==> config.mk <==
export PLATFORM = sky130hd
export DESIGN_NAME = lsb_stego_payload_extractor
export DESIGN_NICKNAME = d
export VERILOG_FILES = /design/src/hw/rtl/lspe_pkg.sv /design/src/hw/rtl/lsb_stego_payload_extractor.sv /design/src/hw/rtl/lspe_cfg.sv /design/src/hw/rtl/lspe_decoder.sv /design/src/hw/rtl/lspe_out_stage.sv
export SDC_FILE = /design/constraint.sdc
export NUM_CORES = 1
export LEC_CHECK = 0
export ABC_AREA = 0
export BUFFER_PORTS_ARGS = -buffer_cell sky130_fd_sc_hd__buf_4
export CORE_MARGIN = 8
export CORE_UTILIZATION = 25
export DETAILED_ROUTE_END_ITERATION = 6
export GPL_TIMING_DRIVEN = 0
export PLACE_DENSITY_LB_ADDON = 0.12
export SYNTH_ARGS = -nofsm -noshare
export SYNTH_HDL_FRONTEND = slang
export SYNTH_SLANG_ARGS = --single-unit
==> constraint.sdc <==
create_clock -name clk -period 3.39 [get_ports clk]
set_input_delay 0.339 -clock clk [delete_from_list [all_inputs] [get_ports clk]]
set_output_delay 0.339 -clock clk [all_outputs]
set_load 0.03 [all_outputs]
==> src/hw/rtl/lspe_pkg.sv <==
package lspe_pkg;

    typedef struct packed {
        logic [7:0] image_byte;
        logic       file_start;
    } in_t;

    typedef struct packed {
        logic [7:0] out_byte;
        logic [1:0] byte_kind;
        logic       last;
    } out_t;

    localparam int CFG_INDEX_W = 1;
    localparam int CFG_DATA_W  = 64;

    localparam logic [CFG_INDEX_W-1:0] CFG_MAGIC_LENGTH = 1'b0;
    localparam logic [CFG_INDEX_W-1:0] CFG_MAGIC_TEXT   = 1'b1;

    localparam logic [1:0] KIND_EXT     = 2'd0;
    localparam logic [1:0] KIND_PAYLOAD = 2'd1;
    localparam logic [1:0] KIND_ERROR   = 2'd2;

    localparam int HDR_CNT_W = 6;

endpackage

==> src/hw/rtl/lsb_stego_payload_extractor.sv <==
// a result word passes through the input register and then the result register after its last image byte is accepted
// throughput: one image byte per cycle, sustained while results are taken
// the input register, decode logic and result register form a two-stage pass
// reset clears both configuration registers to zero and returns the decoder to idle
module lsb_stego_payload_extractor #(
    parameter int HEADER_BYTES = 54,
    parameter int MAGIC_MAX    = 8
) (
    input  logic                               clk,
    input  logic                               rst_n,
    input  logic                               img_valid,
    output logic                               img_stall,
    input  lspe_pkg::in_t                      img,
    output logic                               res_valid,
    input  logic                               res_stall,
    output lspe_pkg::out_t                     res,
    input  logic                               cfg_valid,
    output logic                               cfg_ready,
    input  logic [lspe_pkg::CFG_INDEX_W-1:0]   cfg_index,
    input  logic [lspe_pkg::CFG_DATA_W-1:0]    cfg_data
);
    import lspe_pkg::*;

    logic        in_valid_reg, in_valid_next;
    in_t         in_word_reg;
    logic        accept;
    logic        advance;
    logic        out_free;
    logic        hit;
    out_t        result;
    logic [3:0]  magic_length;
    logic [63:0] magic_text;

    assign advance       = in_valid_reg && out_free;
    assign img_stall     = in_valid_reg && !out_free;
    assign accept        = img_valid && !img_stall;
    assign in_valid_next = accept ? 1'b1 : (in_valid_reg && !advance);

    always_ff @(posedge clk or negedge rst_n)
    begin
        if (!rst_n)
            in_valid_reg <= 1'b0;
        else
            in_valid_reg <= in_valid_next;
    end

    always_ff @(posedge clk)
    begin
        if (accept)
            in_word_reg <= img;
    end

    lspe_cfg u_cfg (
        .clk          (clk),
        .rst_n        (rst_n),
        .cfg_valid    (cfg_valid),
        .cfg_ready    (cfg_ready),
        .cfg_index    (cfg_index),
        .cfg_data     (cfg_data),
        .magic_length (magic_length),
        .magic_text   (magic_text)
    );

    lspe_decoder #(
        .HEADER_BYTES (HEADER_BYTES),
        .MAGIC_MAX    (MAGIC_MAX)
    ) u_decoder (
        .clk          (clk),
        .rst_n        (rst_n),
        .step         (advance),
        .item         (in_word_reg),
        .magic_length (magic_length),
        .magic_text   (magic_text),
        .hit          (hit),
        .result       (result)
    );

    lspe_out_stage u_out (
        .clk       (clk),
        .rst_n     (rst_n),
        .load      (hit),
        .load_word (result),
        .free      (out_free),
        .res_valid (res_valid),
        .res_stall (res_stall),
        .res       (res)
    );

endmodule

==> src/hw/rtl/lspe_cfg.sv <==
module lspe_cfg (
    input  logic                               clk,
    input  logic                               rst_n,
    input  logic                               cfg_valid,
    output logic                               cfg_ready,
    input  logic [lspe_pkg::CFG_INDEX_W-1:0]   cfg_index,
    input  logic [lspe_pkg::CFG_DATA_W-1:0]    cfg_data,
    output logic [3:0]                         magic_length,
    output logic [63:0]                        magic_text
);
    import lspe_pkg::*;

    logic [3:0]  magic_length_reg;
    logic [63:0] magic_text_reg;

    assign cfg_ready = 1'b1;

    always_ff @(posedge clk or negedge rst_n)
    begin
        if (!rst_n)
        begin
            magic_length_reg <= '0;
            magic_text_reg   <= '0;
        end
        else if (cfg_valid && cfg_ready)
        begin
            unique case (cfg_index)
                CFG_MAGIC_LENGTH: magic_length_reg <= cfg_data[3:0];
                CFG_MAGIC_TEXT:   magic_text_reg   <= cfg_data;
                default:          ;
            endcase
        end
    end

    assign magic_length = magic_length_reg;
    assign magic_text   = magic_text_reg;

endmodule

==> src/hw/rtl/lspe_decoder.sv <==
module lspe_decoder #(
    parameter int HEADER_BYTES = 54,
    parameter int MAGIC_MAX    = 8
) (
    input  logic           clk,
    input  logic           rst_n,
    input  logic           step,
    input  lspe_pkg::in_t  item,
    input  logic [3:0]     magic_length,
    input  logic [63:0]    magic_text,
    output logic           hit,
    output lspe_pkg::out_t result
);
    import lspe_pkg::*;

    localparam logic [2:0] PH_IDLE    = 3'd0;
    localparam logic [2:0] PH_HEADER  = 3'd1;
    localparam logic [2:0] PH_MAGIC   = 3'd2;
    localparam logic [2:0] PH_EXTLEN  = 3'd3;
    localparam logic [2:0] PH_EXT     = 3'd4;
    localparam logic [2:0] PH_DATALEN = 3'd5;
    localparam logic [2:0] PH_DATA    = 3'd6;

    localparam logic [HDR_CNT_W-1:0] HDR_LIMIT = HDR_CNT_W'(HEADER_BYTES);
    localparam logic [3:0]           MAGIC_CAP = 4'(MAGIC_MAX);

    logic [2:0]           phase_reg, phase_next;
    logic [HDR_CNT_W-1:0] header_count_reg, header_count_next;
    logic [4:0]           bit_count_reg, bit_count_next;
    logic [31:0]          bit_shift_reg, bit_shift_next;
    logic [3:0]           magic_index_reg, magic_index_next;
    logic                 magic_bad_reg, magic_bad_next;
    logic [31:0]          ext_remaining_reg, ext_remaining_next;
    logic [31:0]          data_remaining_reg, data_remaining_next;

    logic [3:0] eff_len;
    logic       field_done;
    logic [7:0] expect_byte;

    assign eff_len     = (magic_length > MAGIC_CAP) ? MAGIC_CAP : magic_length;
    assign expect_byte = magic_text[{magic_index_reg[2:0], 3'b000} +: 8];

    always_comb
    begin
        phase_next          = phase_reg;
        header_count_next   = header_count_reg;
        bit_count_next      = bit_count_reg;
        bit_shift_next      = bit_shift_reg;
        magic_index_next    = magic_index_reg;
        magic_bad_next      = magic_bad_reg;
        ext_remaining_next  = ext_remaining_reg;
        data_remaining_next = data_remaining_reg;
        field_done          = 1'b0;
        hit                 = 1'b0;
        result              = '0;

        // a file start restarts from any phase
        if (item.file_start)
        begin
            header_count_next = '0;
            bit_count_next    = '0;
            bit_shift_next    = '0;
            if (HEADER_BYTES > 0)
            begin
                phase_next = PH_HEADER;
            end
            else
            begin
                magic_index_next = '0;
                magic_bad_next   = 1'b0;
                phase_next       = (eff_len != 4'd0) ? PH_MAGIC : PH_EXTLEN;
            end
        end

        if (phase_next == PH_HEADER)
        begin
            header_count_next = header_count_next + HDR_CNT_W'(1);
            if (header_count_next >= HDR_LIMIT)
            begin
                magic_index_next = '0;
                magic_bad_next   = 1'b0;
                bit_count_next   = '0;
                bit_shift_next   = '0;
                phase_next       = (eff_len != 4'd0) ? PH_MAGIC : PH_EXTLEN;
            end
        end
        else if (phase_next != PH_IDLE)
        begin
            bit_shift_next = {bit_shift_next[30:0], item.image_byte[0]};
            bit_count_next = bit_count_next + 5'd1;
            if (phase_next == PH_EXTLEN || phase_next == PH_DATALEN)
                field_done = (bit_count_next == 5'd0);
            else
                field_done = (bit_count_next == 5'd8);

            if (field_done)
            begin
                bit_count_next = '0;
                bit_shift_next = '0;
                unique case (phase_next)
                    PH_MAGIC:
                    begin
                        // the index register is current here: magic bytes only follow header or magic
                        if ({bit_shift_reg[6:0], item.image_byte[0]} != expect_byte)
                            magic_bad_next = 1'b1;
                        magic_index_next = magic_index_next + 4'd1;
                        if (magic_index_next >= eff_len)
                        begin
                            if (magic_bad_next)
                            begin
                                phase_next       = PH_IDLE;
                                hit              = 1'b1;
                                result.byte_kind = KIND_ERROR;
                            end
                            else
                            begin
                                phase_next = PH_EXTLEN;
                            end
                        end
                    end
                    PH_EXTLEN:
                    begin
                        ext_remaining_next = {bit_shift_reg[30:0], item.image_byte[0]};
                        phase_next = (ext_remaining_next != '0) ? PH_EXT : PH_DATALEN;
                    end
                    PH_EXT:
                    begin
                        ext_remaining_next = ext_remaining_next - 32'd1;
                        phase_next = (ext_remaining_next != '0) ? PH_EXT : PH_DATALEN;
                        hit              = 1'b1;
                        result.out_byte  = {bit_shift_reg[6:0], item.image_byte[0]};
                        result.byte_kind = KIND_EXT;
                    end
                    PH_DATALEN:
                    begin
                        data_remaining_next = {bit_shift_reg[30:0], item.image_byte[0]};
                        phase_next = (data_remaining_next != '0) ? PH_DATA : PH_IDLE;
                    end
                    PH_DATA:
                    begin
                        data_remaining_next = data_remaining_next - 32'd1;
                        phase_next = (data_remaining_next != '0) ? PH_DATA : PH_IDLE;
                        hit              = 1'b1;
                        result.out_byte  = {bit_shift_reg[6:0], item.image_byte[0]};
                        result.byte_kind = KIND_PAYLOAD;
                        result.last      = (data_remaining_next == '0);
                    end
                    default:
                    begin
                        phase_next = PH_IDLE;
                    end
                endcase
            end
        end

        // results only count when the word actually moves on
        hit = hit & step;
    end

    always_ff @(posedge clk or negedge rst_n)
    begin
        if (!rst_n)
        begin
            phase_reg          <= PH_IDLE;
            header_count_reg   <= '0;
            bit_count_reg      <= '0;
            bit_shift_reg      <= '0;
            magic_index_reg    <= '0;
            magic_bad_reg      <= 1'b0;
            ext_remaining_reg  <= '0;
            data_remaining_reg <= '0;
        end
        else if (step)
        begin
            phase_reg          <= phase_next;
            header_count_reg   <= header_count_next;
            bit_count_reg      <= bit_count_next;
            bit_shift_reg      <= bit_shift_next;
            magic_index_reg    <= magic_index_next;
            magic_bad_reg      <= magic_bad_next;
            ext_remaining_reg  <= ext_remaining_next;
            data_remaining_reg <= data_remaining_next;
        end
    end

endmodule

==> src/hw/rtl/lspe_out_stage.sv <==
module lspe_out_stage (
    input  logic           clk,
    input  logic           rst_n,
    input  logic           load,
    input  lspe_pkg::out_t load_word,
    output logic           free,
    output logic           res_valid,
    input  logic           res_stall,
    output lspe_pkg::out_t res
);
    import lspe_pkg::*;

    logic valid_reg, valid_next;
    out_t word_reg;

    assign free       = !valid_reg || !res_stall;
    assign valid_next = load ? 1'b1 : (valid_reg && res_stall);

    always_ff @(posedge clk or negedge rst_n)
    begin
        if (!rst_n)
            valid_reg <= 1'b0;
        else
            valid_reg <= valid_next;
    end

    always_ff @(posedge clk)
    begin
        if (load)
            word_reg <= load_word;
    end

    assign res_valid = valid_reg;
    assign res       = word_reg;

endmodule

==> impl_table.tex <==
\begin{tabular}{lr}
\hline
Metric & Value \\
\hline
\multicolumn{2}{l}{\textbf{Outcome}} \\
\quad Run status & complete, no violations \\
\multicolumn{2}{l}{\textbf{Global route}} \\
\quad Initial antenna violation count & 0 \\
\quad Leftover overflow at the end of global routing & 0 \\
\quad Largest net degree at the start of global routing & 108 \\
\quad Via count of the first global-routing pass & 9,314 \\
\quad Total global-route track usage & 0.151 \\
\quad Wire length of the first global-routing pass & 57,600 um \\
\multicolumn{2}{l}{\textbf{Floorplan}} \\
\quad Number of top-level design ports & 93 \\
\quad Effective utilization at floorplan & 0.251 \\
\quad Vertical extent of the die & 223 um \\
\quad Horiz. Die Dim & 223 um \\
\quad Core footprint & 42,700 sq um \\
\quad DIE AREA & 49,800 sq um \\
\quad Std-Cell Rows & 76 \\
\multicolumn{2}{l}{\textbf{Timing}} \\
\quad Accumulated negative setup slack & 0 ns \\
\quad Number of failing hold endpoints at the final stage & 0 \\
\quad Slew at the pin closest to its max-slew limit & 0.990 ns \\
\quad Fmax & 306 MHz \\
\quad Final number of setup-violating endpoints & 0 \\
\quad Setup skew after layout & 0.0120 ns \\
\quad Worst-case headroom to the max-slew limit & 0.337 \\
\quad Time the worst path needs with I/O delays and setup & 3.26 ns \\
\quad Max-slew violations & 0 \\
\quad Post-route fraction of the period consumed by the critical path & 0.962 \\
\quad Final Worst Setup Slack & 0.127 ns \\
\multicolumn{2}{l}{\textbf{Critical path}} \\
\quad Setup slack of the most critical reg-to-reg path & 0.13 ns \\
\quad Reg2Reg Depth & 9 \\
\quad Timing endpoint of the critical path & u\_decoder.phase\_reg[0] \\
\quad Crit path max fanout & 10 \\
\quad CP Capture Type & register \\
\quad Element type at the critical path start & register \\
\quad Arr. time, crit path & 3.64 ns \\
\quad Critical path required time & 3.77 ns \\
\quad Setup crit start & u\_decoder.ext\_remaining\_reg[18] \\
\quad RR Startpoint & u\_decoder.ext\_remaining\_reg[18] \\
\quad Critical path class & reg -> reg \\
\quad Capture point of the worst reg-to-reg path & u\_decoder.phase\_reg[0] \\
\multicolumn{2}{l}{\textbf{Cells and area}} \\
\quad Final design instance area without fill & 13,000 sq um \\
\quad Utilization of the core after routing & 0.304 \\
\quad Area delta synth->final & 20.8\% \\
\quad Fraction of layout instances using a drive strength above 1 & 0.231 \\
\quad Max FFs per register & 64 \\
\quad Antenna diodes & 0 \\
\quad NumNets Final & 1,302 \\
\multicolumn{2}{l}{\textbf{Routing}} \\
\quad Number of DRC markers after the initial detailed-route iteration & 565 \\
\quad Residual DRC count & 0 \\
\quad Met3 routed WL & 1570 um \\
\quad DR top layer & met4 \\
\quad Number of vias per cell & 5.11 \\
\quad Initial DRT Pass Iterations & 5 \\
\quad Routed wirelength normalized by instance count & 20.9 um \\
\quad Detailed route wirelength on metal2 & 17,200 um \\
\quad Total via count after detailed routing & 9,029 \\
\quad Wire length on met1 & 17,700 um \\
\quad Total wire length after detailed routing & 37,000 um \\
\quad Final antenna-violating net count & 0 \\
\multicolumn{2}{l}{\textbf{Clock network}} \\
\quad Worst-path clk slew & 0.08 ns \\
\quad CTS buffer count & 17 \\
\quad Clock root buffer master & sky130\_fd\_sc\_hd\_\_clkbuf\_16 \\
\quad CTS sink cnt & 197 \\
\quad Clock latency of the later-clocked register in the worst-skew pair & 0.49 ns \\
\quad Number of H-tree branching levels & 4 \\
\quad CTS tree & built \\
\quad Clk buf depth & 2 \\
\multicolumn{2}{l}{\textbf{Power and ir drop}} \\
\quad Combinational group share of total power & 0.172 \\
\quad Cell internal power dissipation & 4120 uW \\
\quad Seq pwr share & 0.456 \\
\quad Switch share & 0.297 \\
\quad Highest ir drop seen on vdd & 0.388 mV \\
\quad Share of power burned in the clock network & 0.372 \\
\quad Power per Cell Area & 452 nW/um\^{}2 \\
\quad Total chip power & 5860 uW \\
\quad Net switching power & 1740 uW \\
\quad Cell leakage power & 0.00523 uW \\
\multicolumn{2}{l}{\textbf{Synthesis}} \\
\quad Post-synth top flop & sky130\_fd\_sc\_hd\_\_dfrtp\_1 \\
\quad Top-area cell type share of the netlist area & 0.429 \\
\quad Cell area after synthesis & 10,700 sq um \\
\quad Main area contributors after synthesis & sky130\_fd\_sc\_hd\_\_dfrtp\_1 (43\%), sky130\_fd\_sc\_hd\_\_mux2\_2 (7.2\%), sky130\_fd\_sc\_hd\_\_a21oi\_1 (5.4\%), sky130\_fd\_sc\_hd\_\_edfxtp\_1 (3.6\%), sky130\_fd\_sc\_hd\_\_o21ai\_0 (3.4\%) \\
\quad Part of the Yosys area used for sequential elements & 0.465 \\
\quad YS warnings & 0 \\
\quad Fraction of registers with async set/reset & 0.934 \\
\quad Flip-flop and latch count after synthesis & 197 \\
\quad Library cell occupying the most area in the post-synthesis netlist & sky130\_fd\_sc\_hd\_\_dfrtp\_1 \\
\quad Number of flops mapped to enable cells by yosys & 13 \\
\quad Number of standard cells after synthesis & 1,091 \\
\quad Number of distinct library cells after synthesis & 67 \\
\quad Avg Inst Size Synth & 9.84 sq um \\
\quad Net count after synthesis & 1,183 \\
\multicolumn{2}{l}{\textbf{Placed design}} \\
\quad IO buf count & 84 \\
\quad Setup Slack @ Placement & -1.48 ns \\
\quad Instance area at placement & 12,100 sq um \\
\quad Final GP Congestion & 0.829 \\
\quad HPWL Detailed & 26,400 um \\
\multicolumn{2}{l}{\textbf{Hold path}} \\
\quad Hold Crit Class & in -> reg \\
\multicolumn{2}{l}{\textbf{Run}} \\
\quad Max-capacitance violation count & 0 \\
\hline
\end{tabular}
-- how the worst min path moves through the flow --
stage / startpoint / to / slack [ns] / cells past startpoint
after floorplan: rst_n / in_valid_reg / 0.04 / 0
after global placement: u_decoder.header_count_reg[0] / u_decoder.header_count_reg[0] / 0.46 / 2
after detailed placement: rst_n / u_decoder.data_remaining_reg[21] / 0.40 / 1
after CTS: img_valid / in_valid_reg / 0.02 / 2
after global routing: img_valid / in_valid_reg / 0.03 / 2
final: img_valid / in_valid_reg / 0.06 / 2
-- Yosys cell counts, types with 5 or more instances --
library cell and count:
sky130_fd_sc_hd__nor3b_1 5, sky130_fd_sc_hd__nand2_1 97, sky130_fd_sc_hd__edfxtp_1 13, sky130_fd_sc_hd__inv_1 15
sky130_fd_sc_hd__nor2_1 66, sky130_fd_sc_hd__and3_1 13, sky130_fd_sc_hd__o22ai_1 21, sky130_fd_sc_hd__dfrtp_1 184
sky130_fd_sc_hd__nand3_1 36, sky130_fd_sc_hd__xor2_1 6, sky130_fd_sc_hd__ha_1 13, sky130_fd_sc_hd__xnor2_1 20
sky130_fd_sc_hd__buf_6 5, sky130_fd_sc_hd__or4_1 6, sky130_fd_sc_hd__mux4_2 16, sky130_fd_sc_hd__nor2b_1 14
sky130_fd_sc_hd__nor4_1 33, sky130_fd_sc_hd__o31ai_1 5, sky130_fd_sc_hd__o21ai_0 73, sky130_fd_sc_hd__clkbuf_1 55
sky130_fd_sc_hd__nand4_1 12, sky130_fd_sc_hd__nor3_1 31, sky130_fd_sc_hd__a22o_1 36, sky130_fd_sc_hd__or3_1 10
sky130_fd_sc_hd__or2_2 6, sky130_fd_sc_hd__a22oi_1 7, sky130_fd_sc_hd__a21o_1 5, sky130_fd_sc_hd__nand2b_1 14
sky130_fd_sc_hd__mux2i_1 10, sky130_fd_sc_hd__a21oi_1 115, sky130_fd_sc_hd__buf_1 11, sky130_fd_sc_hd__mux2_2 69
-- timing repair --
item	in CTS	in global routing
cloned	0	0
resized for setup	26	31
endpoints found under the hold margin	79	0
pin swaps	5	4
hold buffers	3	0
setup endpoints to repair	127	107
buffers inserted	12	3
-- critical path, stage by stage, from the launching register on --
cell	delay [ns]
sky130_fd_sc_hd__dfrtp_1	0.38
sky130_fd_sc_hd__buf_6	0.14
sky130_fd_sc_hd__or4_4	0.52
sky130_fd_sc_hd__or4_4	0.47
sky130_fd_sc_hd__or4_4	0.47
sky130_fd_sc_hd__xnor2_1	0.15
sky130_fd_sc_hd__or4_1	0.45
sky130_fd_sc_hd__nor4_4	0.37
sky130_fd_sc_hd__a211oi_1	0.13
sky130_fd_sc_hd__o41ai_1	0.08
-- stage by stage --
step	hold slack [ns]	cells
floorplan	0.0434	1091
global placement	0.464	1721
detailed placement	0.396	1722
CTS	0.0204	1765
global route	0.0308	1768
finish	0.0571	1768
-- layout by cell type, fill, tap and decap left out, types with 7 or more instances in the layout --
master                      count
sky130_fd_sc_hd__a21oi_1      115
sky130_fd_sc_hd__a22o_1        36
sky130_fd_sc_hd__a22oi_1        7
sky130_fd_sc_hd__and3_1        12
sky130_fd_sc_hd__buf_2          9
sky130_fd_sc_hd__buf_4        104
sky130_fd_sc_hd__clkbuf_1      41
sky130_fd_sc_hd__clkbuf_16     17
sky130_fd_sc_hd__clkbuf_2      10
sky130_fd_sc_hd__dfrtp_1      184
sky130_fd_sc_hd__edfxtp_1      13
sky130_fd_sc_hd__ha_1          12
sky130_fd_sc_hd__inv_1         15
sky130_fd_sc_hd__inv_6          7
sky130_fd_sc_hd__mux2_2        69
sky130_fd_sc_hd__mux2i_1       10
sky130_fd_sc_hd__mux4_2        16
sky130_fd_sc_hd__nand2_1       97
sky130_fd_sc_hd__nand2b_1      14
sky130_fd_sc_hd__nand3_1       35
sky130_fd_sc_hd__nand4_1       12
sky130_fd_sc_hd__nor2_1        65
sky130_fd_sc_hd__nor2b_1       13
sky130_fd_sc_hd__nor3_1        28
sky130_fd_sc_hd__nor4_1        29
sky130_fd_sc_hd__o21ai_0       73
sky130_fd_sc_hd__o22ai_1       20
sky130_fd_sc_hd__or3_1         10
sky130_fd_sc_hd__xnor2_1       20
-- cell type report --
cell class	count	area, sq um
flip-flops and latches	197	4990
clock inverters	12	158
repair buffers	103	808
fillers	4477	29700
inverters	15	56.3
plain buffers	75	373
well taps	546	683
multi-input cells	801	5450
clock buffers	19	443
-- power groups by stage --
stage | logic [uW] | clock network (uW) | registers (uW)
after global routing | 1120 | 2330 | 2700
final | 1000 | 2180 | 2670
after detailed placement | 990 | 0 | 2720
after CTS | 1010 | 2260 | 2670
after floorplan | 666 | 0 | 2670
after global placement | 983 | 0 | 2710
-- cells by family (layout without fill, tap and decap cells) --
family	after synthesis	count (layout)	synth area share
compound gates	300	300	0.170
xor+xnor	26	26	0.0212
fa+ha+maj	13	13	0.0152
buf+inv	93	224	0.0375
flops	197	197	0.465
mux	95	95	0.115
other cells	1	1	0.000349
simple gates	366	366	0.174
-- metal layers --
| metal | GRT usage | up-vias |
|---|---|---|
| met4 | 0.0416 | 0 |
| met3 | 0.0380 | 28 |
| met2 | 0.240 | 176 |
| li1 | - | 4276 |
| met5 | 0 | - |
| met1 | 0.202 | 4549 |
Power figures use the tool's default switching activity.
